<file path="src/dlsq_store.sv">
// Entry memory of the sleep queue: id and delta arrays behind one write
// port and one registered read port. Depends on nothing.
module dlsq_store #(
	parameter int MAX_ENTRIES = 16,
	parameter int DELAY_BITS = 16,
	parameter int ID_BITS = 8,
	localparam int IDX_W = $clog2(MAX_ENTRIES)
) (
	input  logic                  clk,
	input  logic                  rd_en,
	input  logic [IDX_W-1:0]      rd_addr,
	output logic [ID_BITS-1:0]    rd_id,
	output logic [DELAY_BITS-1:0] rd_dl,
	input  logic                  wr_en,
	input  logic [IDX_W-1:0]      wr_addr,
	input  logic [ID_BITS-1:0]    wr_id,
	input  logic [DELAY_BITS-1:0] wr_dl
);

	logic [ID_BITS-1:0]    id_mem [MAX_ENTRIES];
	logic [DELAY_BITS-1:0] dl_mem [MAX_ENTRIES];
	logic [ID_BITS-1:0]    rd_id_q;
	logic [DELAY_BITS-1:0] rd_dl_q;

	// write port
	always_ff @(posedge clk) begin
		if (wr_en) begin
			id_mem[wr_addr] <= wr_id;
			dl_mem[wr_addr] <= wr_dl;
		end
	end

	// read port, registered, holds when not enabled
	always_ff @(posedge clk) begin
		if (rd_en) begin
			rd_id_q <= id_mem[rd_addr];
			rd_dl_q <= dl_mem[rd_addr];
		end
	end

	assign rd_id = rd_id_q;
	assign rd_dl = rd_dl_q;

endmodule

</file>
<file path="config.mk">
export PLATFORM = sky130hd
export DESIGN_NAME = dlsq_store
export DESIGN_NICKNAME = d
export VERILOG_FILES = /design/src/dlsq_store.sv
export SDC_FILE = /design/constraint.sdc
export NUM_CORES = 1
export LEC_CHECK = 0
export BUFFER_PORTS_ARGS = -buffer_cell sky130_fd_sc_hd__buf_2
export CAP_MARGIN = 20
export CORE_UTILIZATION = 45
export CTS_CLUSTER_DIAMETER = 80
export CTS_CLUSTER_SIZE = 10
export DETAILED_ROUTE_END_ITERATION = 10
export MAX_ROUTING_LAYER = met4
export PLACE_DENSITY = 0.74
export SLEW_MARGIN = 20
export SYNTH_ARGS = -nofsm -noshare
export SYNTH_HDL_FRONTEND = slang
export SYNTH_SLANG_ARGS = --single-unit
</file>
<file path="constraint.sdc">
create_clock -name clk -period 2.9 [get_ports clk]
set_input_delay 0.29 -clock clk [delete_from_list [all_inputs] [get_ports clk]]
set_output_delay 0.29 -clock clk [all_outputs]
set_load 0.03 [all_outputs]
</file>
==> results of run 1 <==
[power groups by stage]
| stage | Clock [mW] | Combinational, mW | Sequential (mW) |
|---|---|---|---|
| final | 4.95 | 0.639 | 6.69 |
| after CTS | 5.03 | 0.648 | 6.69 |
| after floorplan | 0 | 0.320 | 6.85 |
| after global routing | 5.25 | 0.685 | 6.70 |
| after global placement | 0 | 0.628 | 6.80 |
| after detailed placement | 0 | 0.644 | 6.81 |
[layer usage]
layer	vias to the layer above	track usage (%)	wire length, µm
li1	2903	-	-
met1	3724	23.8	12100
met2	254	32.8	16300
met3	41	2.88	1630
met4	0	4.92	498
met5	-	-	0
[logic make-up (layout without fill, tap and decap cells)]
family	Yosys count	in the layout	share of synthesized area (%)
AOI/OAI and AO/OA	48	48	2.38
buffers and inverters	33	138	1.15
DFF	408	408	80.8
and+or+nand+nor	51	51	1.47
muxes	96	96	14.3
[state kept, by name, indices dropped and copies added, names as in the netlist]
register,flops
dl_mem,256
id_mem,128
rd_dl,16
rd_id,8
[area by class of cell]
| cell class | instances | area share [%] |
|---|---|---|
| tap | 442 | 3.14 |
| multi-input combinational | 195 | 16.3 |
| timing repair buffer | 88 | 3.90 |
| clock buffer | 49 | 6.97 |
| sequential | 408 | 69.6 |
| clock inverter | 1 | 0.0213 |
[worst min-delay path by stage]
stage | start | end | slack, ns | depth (start not counted)
finish | wr_dl[13] | dl_mem[11][13] | 0.13 | 1
global route | wr_dl[13] | dl_mem[5][13] | 0.12 | 1
CTS | wr_dl[13] | dl_mem[4][13] | 0.11 | 1
detailed placement | wr_dl[12] | dl_mem[8][12] | 0.68 | 1
global placement | wr_dl[6] | dl_mem[11][6] | 0.67 | 1
floorplan | wr_dl[0] | dl_mem[0][0] | 0.39 | 0
[through the flow]
stage / cells / instance area, µm² / util, % / worst slack (ns) / hold WS, ns
final: 1183 / 17600 / 53.5 / 1.39 / 0.134
after global routing: 1183 / 17600 / 53.5 / 1.32 / 0.123
after CTS: 1183 / 17600 / 53.5 / 1.38 / 0.112
after detailed placement: 1133 / 16400 / 49.8 / 0.858 / 0.678
after global placement: 1133 / 16400 / 49.8 / 0.890 / 0.667
after floorplan: 636 / 15200 / - / 0.295 / 0.389
[worst max-delay path: cells and delay by family (launching register included)]
family | cells | cell delay, ns
multiplexers | 1 | 0.48
AND/OR/NAND/NOR | 1 | 0.09
flip-flops | 1 | 0.41
AO/OA/AOI/OAI | 1 | 0.28
[cells in the final DEF (no fill, tap or decap), types with 2 or more instances in the layout]
cell	instances
mux4_2	96
buf_4	18
nand2b_1	2
nor3_2	3
nand2_1	25
clkbuf_16	49
buf_2	56
nor2_4	12
edfxtp_1	408
nor2b_2	2
buf_12	13
a22oi_1	48
nand3b_1	2
==> results.md, run 1 <==
- Vias in the first global route: 7,373
- Post-CTS Hold Fix Bufs: 0
- Antenna Cells: 0
- Worst-skew pair later-pin latency: 0.53 ns
- Number of antenna violations at the first check in global routing: 0
- Multi-input logic area: 2870 µm²
- H-tree depth: 2
- Max FO, Critical Path: 1
- Power density over cell area: 698 nW/µm²
- Worst setup EP type: flip-flop
- CTS tree: yes
- Synthesized area per cell: 23.9 µm²
- Clk buf depth: 3
- Mapped cell area: 15,200 µm²
- FILL cells: 2,482
- IO Count: 59
- TNS Setup: 0 ns
- RR Startpoint: dl_mem[0][7]
- Die Ht: 186 µm
- DP Wirelength: 17,400 µm
- IO Port Bufs: 58
- Count leader, synth: edfxtp_1
- CP max stage cell: mux4_2
- Slew Viols, Final: 0
- Area of the die: 34,500 µm²
- Layout area overhead: 16.0%
- NumNets Final: 774
- Distinct cells, synth: 15
- Gr usage total: 19.1%
- Sequential fraction of the synthesis area: 80.8%
- Tmin final: 1.51 ns
- Power share of the combinational group: 5.2%
- Gr ovfl total: 0
- Drt initial violations: 676
- Sequential Power Share: 54.5%
- Share of cells above drive strength 1: 34.1%
- RSZ-0062 raised after global routing: false
- Cells after synthesis: 636
- Crit path DAT: 1.79 ns
- Overall Power: 12.3 mW
- Critical path cell sequence: mux4_2, a22oi_1, nand2_1
- FF-to-FF setup slack: 1.39 ns
- Setup crit start kind: flip-flop
- Int Power: 9.84 mW
- Seq cells post-synth: 408
- Largest net degree at the start of global routing: 30
- Drt total wl: 30,500 µm
- Setup bufs post-CTS: 0
- Yosys Warn Count: 0
- DR DRC count: 0
- Top cells by count, synth: edfxtp_1 (408), mux4_2 (96), a22oi_1 (48), nand2_1 (25), clkbuf_1 (18)
- Clock power frac: 40.3%
- Max-cap violations: 0
- CP Class: flip-flop to flip-flop
- Top-area cell type share of the netlist area: 80.8%
- Clock skew: 0.0120 ns
- Maximum vdd ir drop: 0.000392 V
- Worst setup path startpoint: dl_mem[0][7]
- Starting utilization of the core area: 46.2%
- Biggest area contributors in the synthesized netlist: edfxtp_1 (81%), mux4_2 (14%), a22oi_1 (2.4%)
- Actual slew at the worst max-slew pin: 0.853 ns
- Num CTS Buffers: 46
- Sw Ratio: 19.8%
- Final setup fails: 0
- Die X: 186 µm
- CP Data Required Time: 3.18 ns
- Number of flops mapped to enable cells by yosys: 408
- Vias: 6,922
- FF+latch area: 12,300 µm²
- Remaining antenna violation count: 0
- Slew margin rel.: 43.1%
- Fmax achieved: 662 MHz
- Tcrit/Tclk final: 52.1%
- Sw Pwr: 2.44 mW
- Post-cts resize count: 0
- Avg WL per Cell: 25.8 µm
- Synth area leader: edfxtp_1
- Reg2Reg Capture Point: rd_dl[7]
- Row cnt: 66
- DRT Pass-1 Iters: 5
- Synth Net Count: 671
- R2R cell count: 3
- DR vias/cell: 5.85
- Reg clk slew, reported paths: 0.06 ns
- Global-route wire length before repair: 45,900 µm
- Leakage: 5.61 nW
- Hold Fails Final Rpt: 0
- Gpl congestion: 0.727
- Worst path max stage delay: 0.48 ns
- Hold crit path type: primary input to flip-flop
- Post-synth ARST share: 0%
- CTS sink cnt: 408
- CTS root buffer: clkbuf_16
- Status: complete, no violations
- Post-synth top flop: edfxtp_1
- CP Capture Point: rd_dl[7]
- Core Area: 32,900 µm²
No activity file was read; power rests on OpenSTA's default activity.
==> inputs of run 2 (changes only) <==
PLACE_DENSITY = 0.72   (was 0.74)
clock period = 1.5 ns   (was 2.9 ns; I/O delays follow)
==> run 2 against run 1 <==
Critical path depth unchanged; register-to-register slack got worse by 1.4 ns; clock power rose by 92%; fmax grew 2.3%; design area is 2.5% higher; critical path type unchanged; critical endpoint is now rd_id[4].
==> results.md, run 2 (same netlist as run 1, synthesis figures left out) <==
- Status: complete, no violations
- Drt initial violations: 710 (+5.0%)
- Tcrit/Tclk final: 98.4% (+46 points)
- Hold EP: dl_mem[10][7]
- Worst hold start: wr_dl[7]
- RR Startpoint: id_mem[3][4]
- Largest net degree at the start of global routing: 41 (+37%)
- Setup bufs post-CTS: 0 (unchanged)
- DR vias/cell: 5.90 (+0.76%)
- FF-to-FF setup slack: 0.02 ns (-1.37 ns)
- Starting utilization of the core area: 46.2% (unchanged)
- Biggest register: dl_mem
- Critical path cell sequence: mux4_2, a22oi_2, nand2_1
- Gr usage total: 20.8% (+1.7 points)
- H-tree depth: 2 (unchanged)
- CTS tree: yes
- Actual slew at the worst max-slew pin: 0.767 ns (-0.0861 ns)
- CP Data Required Time: 1.77 ns (-1.41 ns)
- DP Wirelength: 17,900 µm (+3.0%)
- Fmax achieved: 677 MHz (+2.3%)
- DRT Pass-1 Iters: 5 (unchanged)
- Hold Fails Final Rpt: 0 (unchanged)
- Slew Viols, Final: 0 (unchanged)
- Number of antenna violations at the first check in global routing: 2 (+2)
- Reg2Reg Capture Point: rd_id[4]
- Final setup fails: 0 (unchanged)
- Hold Path Cell Cnt: 1 (unchanged)
- R2R cell count: 3 (unchanged)
- RSZ-0062 raised after global routing: false
- Setup WS pre-CTS: -0.199 ns (-1.06 ns)
- Cell area after layout: 18,000 µm² (+2.5%)
- Die X: 186 µm (unchanged)
- Worst-skew pair later-pin latency: 0.53 ns (about the same)
- NumNets Final: 805 (+4.0%)
- IO Port Bufs: 58 (unchanged)
- DR DRC count: 0 (unchanged)
- Avg WL per Cell: 27.5 µm (+6.5%)
- Max-cap violations: 0 (unchanged)
- IO Count: 59 (unchanged)
- Power density over cell area: 1320 nW/µm² (+89%)
- Share of cells above drive strength 1: 35.0% (+0.83 points)
- Max FO, Critical Path: 1 (unchanged)
- Final worst slack: 0.0233 ns (-1.37 ns)
- Row cnt: 66 (unchanged)
- Crit path DAT: 1.75 ns (-0.04 ns)
- Gpl congestion: 0.740 (+1.8%)
- Tmin final: 1.48 ns (-0.0333 ns)
- Drt total wl: 33,400 µm (+9.5%)
- Reg clk slew, reported paths: 0.05 ns (about the same)
- Die Ht: 186 µm (unchanged)
- Leakage: 5.80 nW (+3.5%)
- Commonest non-fill, non-tap cell in the layout: edfxtp_1
- Gr ovfl total: 0 (unchanged)
- Clock skew: 0.0147 ns (+0.00274 ns)
- Largest register FFs: 256 (unchanged)
- Maximum vdd ir drop: 0.000992 V (+150%)
- CP max stage cell: mux4_2
- Final core utilization: 54.9% (+1.3 points)
- Clk buf depth: 3 (unchanged)
- Hold crit path type: primary input to flip-flop
- Worst path max stage delay: 0.54 ns (+0.06 ns)
- Vias in the first global route: 7,610 (+3.2%)
- CP Class: flip-flop to flip-flop
- Num CTS Buffers: 46 (unchanged)
- CTS sink cnt: 408 (unchanged)
- Layout area overhead: 18.9%
- Global-route wire length before repair: 48,800 µm (+6.4%)
- Most frequent cells in the layout: edfxtp_1 (408), mux4_2 (96), buf_2 (56)
- Area of the die: 34,500 µm² (unchanged)
- Vias: 7,169 (+3.6%)
- Core Area: 32,900 µm² (unchanged)
- Remaining antenna violation count: 0 (unchanged)
- Worst setup EP type: flip-flop
- Slew margin rel.: 48.6% (+5.5 points)
- DP Area: 16,600 µm² (+1.6%)
- CTS root buffer: clkbuf_16
- Setup crit start kind: flip-flop
run 2: cell types whose count changed in the layout (fill, tap and decap cells not counted), moves of 2 or more:
cell           before  now
dlygate4sd3_1       0   16
a22oi_2             0    2
diode_2             0    2
nor3_2              3    0
nor2_4             12    1
a22oi_1            48   46
buf_12             13   28
nor3_4              1    4
nor2_2              1   12
run 2: cell type report:
| class | instances | area, µm² |
|---|---|---|
| repair buffers | 119 | 1150 |
| flip-flops and latches | 408 | 12300 |
| fillers | 2438 | 14800 |
| well taps | 442 | 553 |
| multi-input cells | 195 | 2850 |
| clock buffers | 49 | 1230 |
| diodes | 2 | 5.00 |
| clock inverters | 1 | 3.75 |
run 2: worst max-delay path by stage:
stage                  startpoint             to  slack [ns]  depth (start not counted)
finish               id_mem[3][4]       rd_id[4]        0.02                          3
global route         id_mem[0][4]       rd_id[4]       0.003                          3
CTS                 dl_mem[3][10]      rd_dl[10]       0.004                          3
detailed placement     rd_addr[0]       rd_id[3]       -0.20                          5
global placement       rd_addr[0]       rd_id[5]       -0.14                          5
floorplan              wr_addr[2]  dl_mem[10][0]       -0.31                          2
run 2: per-layer routing:
layer | vias to the layer above | track usage, % | part of all wire (%)
met5 | - | - | 0
met1 | 3833 | 25.2 | 39
met4 | 0 | 7.02 | 2.8
met2 | 295 | 35.8 | 53
met3 | 65 | 3.09 | 5.7
li1 | 2976 | - | -
run 2: power by group:
| part | internal (mW) | leakage [nW] | switching, mW | total [mW] |
|---|---|---|---|---|
| Clock | 5.68 | 0.605 | 3.81 | 9.49 |
| Sequential | 12.9 | 3.71 | 0.0852 | 12.9 |
| Combinational | 0.557 | 1.49 | 0.780 | 1.34 |
| Total | 19.1 | 5.80 | 4.68 | 23.8 |
run 2: worst max-delay path: cells and delay by family (launching register included):
family | cells | cell delay (ns)
mux | 1 | 0.54
compound gates | 1 | 0.20
simple gates | 1 | 0.06
flops | 1 | 0.42
run 2: metrics by stage:
| step | std cells | hold WS [ns] | TNS, ns | total power [mW] |
|---|---|---|---|---|
| after floorplan | 636 | 0.249 | -81.81 | 13.9 |
| after global placement | 1148 | 0.497 | -2.68 | 14.4 |
| after detailed placement | 1148 | 0.532 | -4.06 | 14.5 |
| after CTS | 1214 | 0.000308 | 0 | 23.9 |
| after global routing | 1216 | 0.00669 | 0 | 24.4 |
| final | 1216 | 0.00953 | 0 | 23.8 |
run 2: repair_timing:
| item | CTS | global route |
|---|---|---|
| hold buffers | 16 | 0 |
| resized for setup | 0 | 2 |
| hold endpoints to repair | 232 | 0 |
| endpoints found under the setup margin | 0 | 2 |
==> inputs of run 3 (changes only) <==
CELL_PAD_IN_SITES_DETAIL_PLACEMENT = 0   (was unset)
CELL_PAD_IN_SITES_GLOBAL_PLACEMENT = 1   (was unset)
PLACE_DENSITY = 0.78   (was 0.72)
==> run 3 against run 2 <==
Design area grew 0.66%; final cell count is 0.66% higher; largest power group unchanged; clock skew increased by 0.0011 ns; largest cell class unchanged; first-iteration DRC count fell by 4.5%; critical endpoint is now rd_dl[13]; clock power is 2% lower; routed wire length fell by 3.0%.
==> results.md, run 3 (same netlist as run 1, synthesis figures left out) <==
- Gr usage total: 20.1% (-0.63 points)
- Max FO, Critical Path: 1 (unchanged)
- Largest register FFs: 256 (unchanged)
- Worst-skew pair later-pin latency: 0.53 ns (about the same)
- Layout area overhead: 19.6%
- Vias in the first global route: 7,630 (+0.26%)
- Row cnt: 66 (unchanged)
- H-tree depth: 2 (unchanged)
- Hold crit path type: primary input to flip-flop
- CP Class: flip-flop to flip-flop
- Area of the die: 34,500 µm² (unchanged)
- Most frequent cells in the layout: edfxtp_1 (408), mux4_2 (96), buf_2 (56)
- Status: complete, no violations
- Max-cap violations: 0 (unchanged)
- Share of cells above drive strength 1: 35.2% (+0.24 points)
- Number of antenna violations at the first check in global routing: 1 (-1)
- Final worst slack: 0.0522 ns (+0.0289 ns)
- Actual slew at the worst max-slew pin: 0.959 ns (+0.192 ns)
- Hold Fails Final Rpt: 0 (unchanged)
- DR DRC count: 0 (unchanged)
- Core Area: 32,900 µm² (unchanged)
- Fmax achieved: 691 MHz (+2.0%)
- Drt initial violations: 678 (-4.5%)
- Setup bufs post-CTS: 0 (unchanged)
- Tcrit/Tclk final: 96.5% (-1.9 points)
- Worst setup EP type: flip-flop
- Tmin final: 1.45 ns (-0.0289 ns)
- Clock power frac: 39.4% (-0.5 points)
- Maximum vdd ir drop: 0.000857 V (-14%)
- Starting utilization of the core area: 46.2% (unchanged)
- Overall Power: 23.6 mW (-0.58%)
- Largest net degree at the start of global routing: 31 (-24%)
- Int Power: 18.9 mW (-0.86%)
- Drt total wl: 32,400 µm (-3.0%)
- CP Data Required Time: 1.77 ns (about the same)
- NumNets Final: 815 (+1.2%)
- Multi-input logic area: 2860 µm² (+0.35%)
- FF+latch area: 12,300 µm² (unchanged)
- Biggest register: dl_mem
- Gr ovfl total: 0 (unchanged)
- IO Port Bufs: 58 (unchanged)
- Final setup fails: 0 (unchanged)
- Sw Ratio: 19.9% (+0.22 points)
- RSZ-0062 raised after global routing: false
- Power share of the combinational group: 5.8% (+0.2 points)
- Remaining antenna violation count: 0 (unchanged)
- Clock skew: 0.0158 ns (+0.00107 ns)
- CTS sink cnt: 408 (unchanged)
- Reg clk slew, reported paths: 0.05 ns (about the same)
- Global-route wire length before repair: 47,600 µm (-2.5%)
- DP Wirelength: 17,100 µm (-4.6%)
- Sequential Power Share: 54.7% (+0.3 points)
- Die X: 186 µm (unchanged)
- Avg WL per Cell: 26.5 µm (-3.7%)
- Num CTS Buffers: 46 (unchanged)
- Leakage: 5.85 nW (+0.77%)
- IO Count: 59 (unchanged)
- Final hold slack: 0.0161 ns (+0.00656 ns)
- DRT Pass-1 Iters: 6 (+1)
- Commonest non-fill, non-tap cell in the layout: edfxtp_1
- Slew Viols, Final: 0 (unchanged)
- Crit path DAT: 1.72 ns (-0.03 ns)
- DR vias/cell: 5.78 (-2.0%)
- FILL cells: 2,414 (-0.98%)
- Die Ht: 186 µm (unchanged)
- Vias: 7,075 (-1.3%)
- Clk buf depth: 3 (unchanged)
- Slew margin rel.: 35.8% (-13 points)
- CTS tree: yes
- Gpl congestion: 0.729 (-1.5%)
- Power density over cell area: 1300 nW/µm² (-1.2%)
- CTS root buffer: clkbuf_16
- Sw Pwr: 4.70 mW (+0.53%)
- Setup WS pre-CTS: -0.190 ns (+0.00953 ns)
- Setup crit start kind: flip-flop
## run 3: cell types whose count changed in the layout (fill, tap and decap cells not counted), sizes merged
cell         previous run  this run
diode                   2         1
buf                   103       107
dlygate4sd3            16        22
inv                     0         1
clkbuf                 49        47
## run 3: per-layer routing
metal  track usage, %  share of wire [%]  vias to the layer above
met2             34.2                 52                      262
met4             6.75                2.5                        0
li1                 -                  -                     3001
met1             24.8                 39                     3745
met3             3.23                6.4                       67
met5                -                  0                        -
## run 3: final cells by class
class	count	share of cell area, %
Tap cell	442	3.05
Sequential cell	408	67.5
Clock buffer	47	6.48
Timing Repair Buffer	129	7.16
Multi-Input combinational cell	195	15.7
Antenna cell	1	0.0138
Clock inverter	2	0.0689
## run 3: repair_timing
action / in CTS / in global routing
setup endpoints to repair: 0 / 4
resized for setup: 0 / 4
hold buffers: 22 / 0
endpoints found under the hold margin: 351 / 0
## run 3: worst paths after layout
path / end / slack [ns] / depth (start not counted) / startpoint
worst max-delay path: rd_dl[13] / 0.05 / 3 / dl_mem[10][13]
worst min-delay path: dl_mem[5][1] / 0.02 / 1 / wr_dl[1]
worst max register to register: rd_dl[13] / 0.05 / 3 / dl_mem[10][13]
worst min register to register: rd_id[7] / 0.75 / 3 / id_mem[14][7]
## run 3: metrics by stage
| step | std cells | instance area (µm²) | TNS (ns) | util, % |
|---|---|---|---|---|
| 2_1_floorplan | 636 | 15300 | -81.81 | - |
| 4_1_cts | 1223 | 18100 | 0 | 55.2 |
| 3_5_place_dp | 1152 | 16700 | -4.13 | 50.9 |
| 6_report | 1224 | 18200 | 0 | 55.2 |
| 3_3_place_gp | 1152 | 16700 | -3.83 | 50.9 |
| 5_1_grt | 1224 | 18200 | 0 | 55.2 |
## run 3: worst max-delay path: stages (launching register included)
cell,delay [ns]
edfxtp_1,0.39
mux4_2,0.50
a22oi_2,0.23
nand2_1,0.08
## run 3: power groups by stage
| stage | clock network (mW) | logic, mW | registers, mW |
|---|---|---|---|
| after global placement | 0 | 1.29 | 13.1 |
| after global routing | 9.89 | 1.48 | 12.9 |
| after CTS | 9.49 | 1.39 | 12.9 |
| after detailed placement | 0 | 1.34 | 13.2 |
| after floorplan | 0 | 0.652 | 13.3 |
| final | 9.32 | 1.38 | 12.9 |
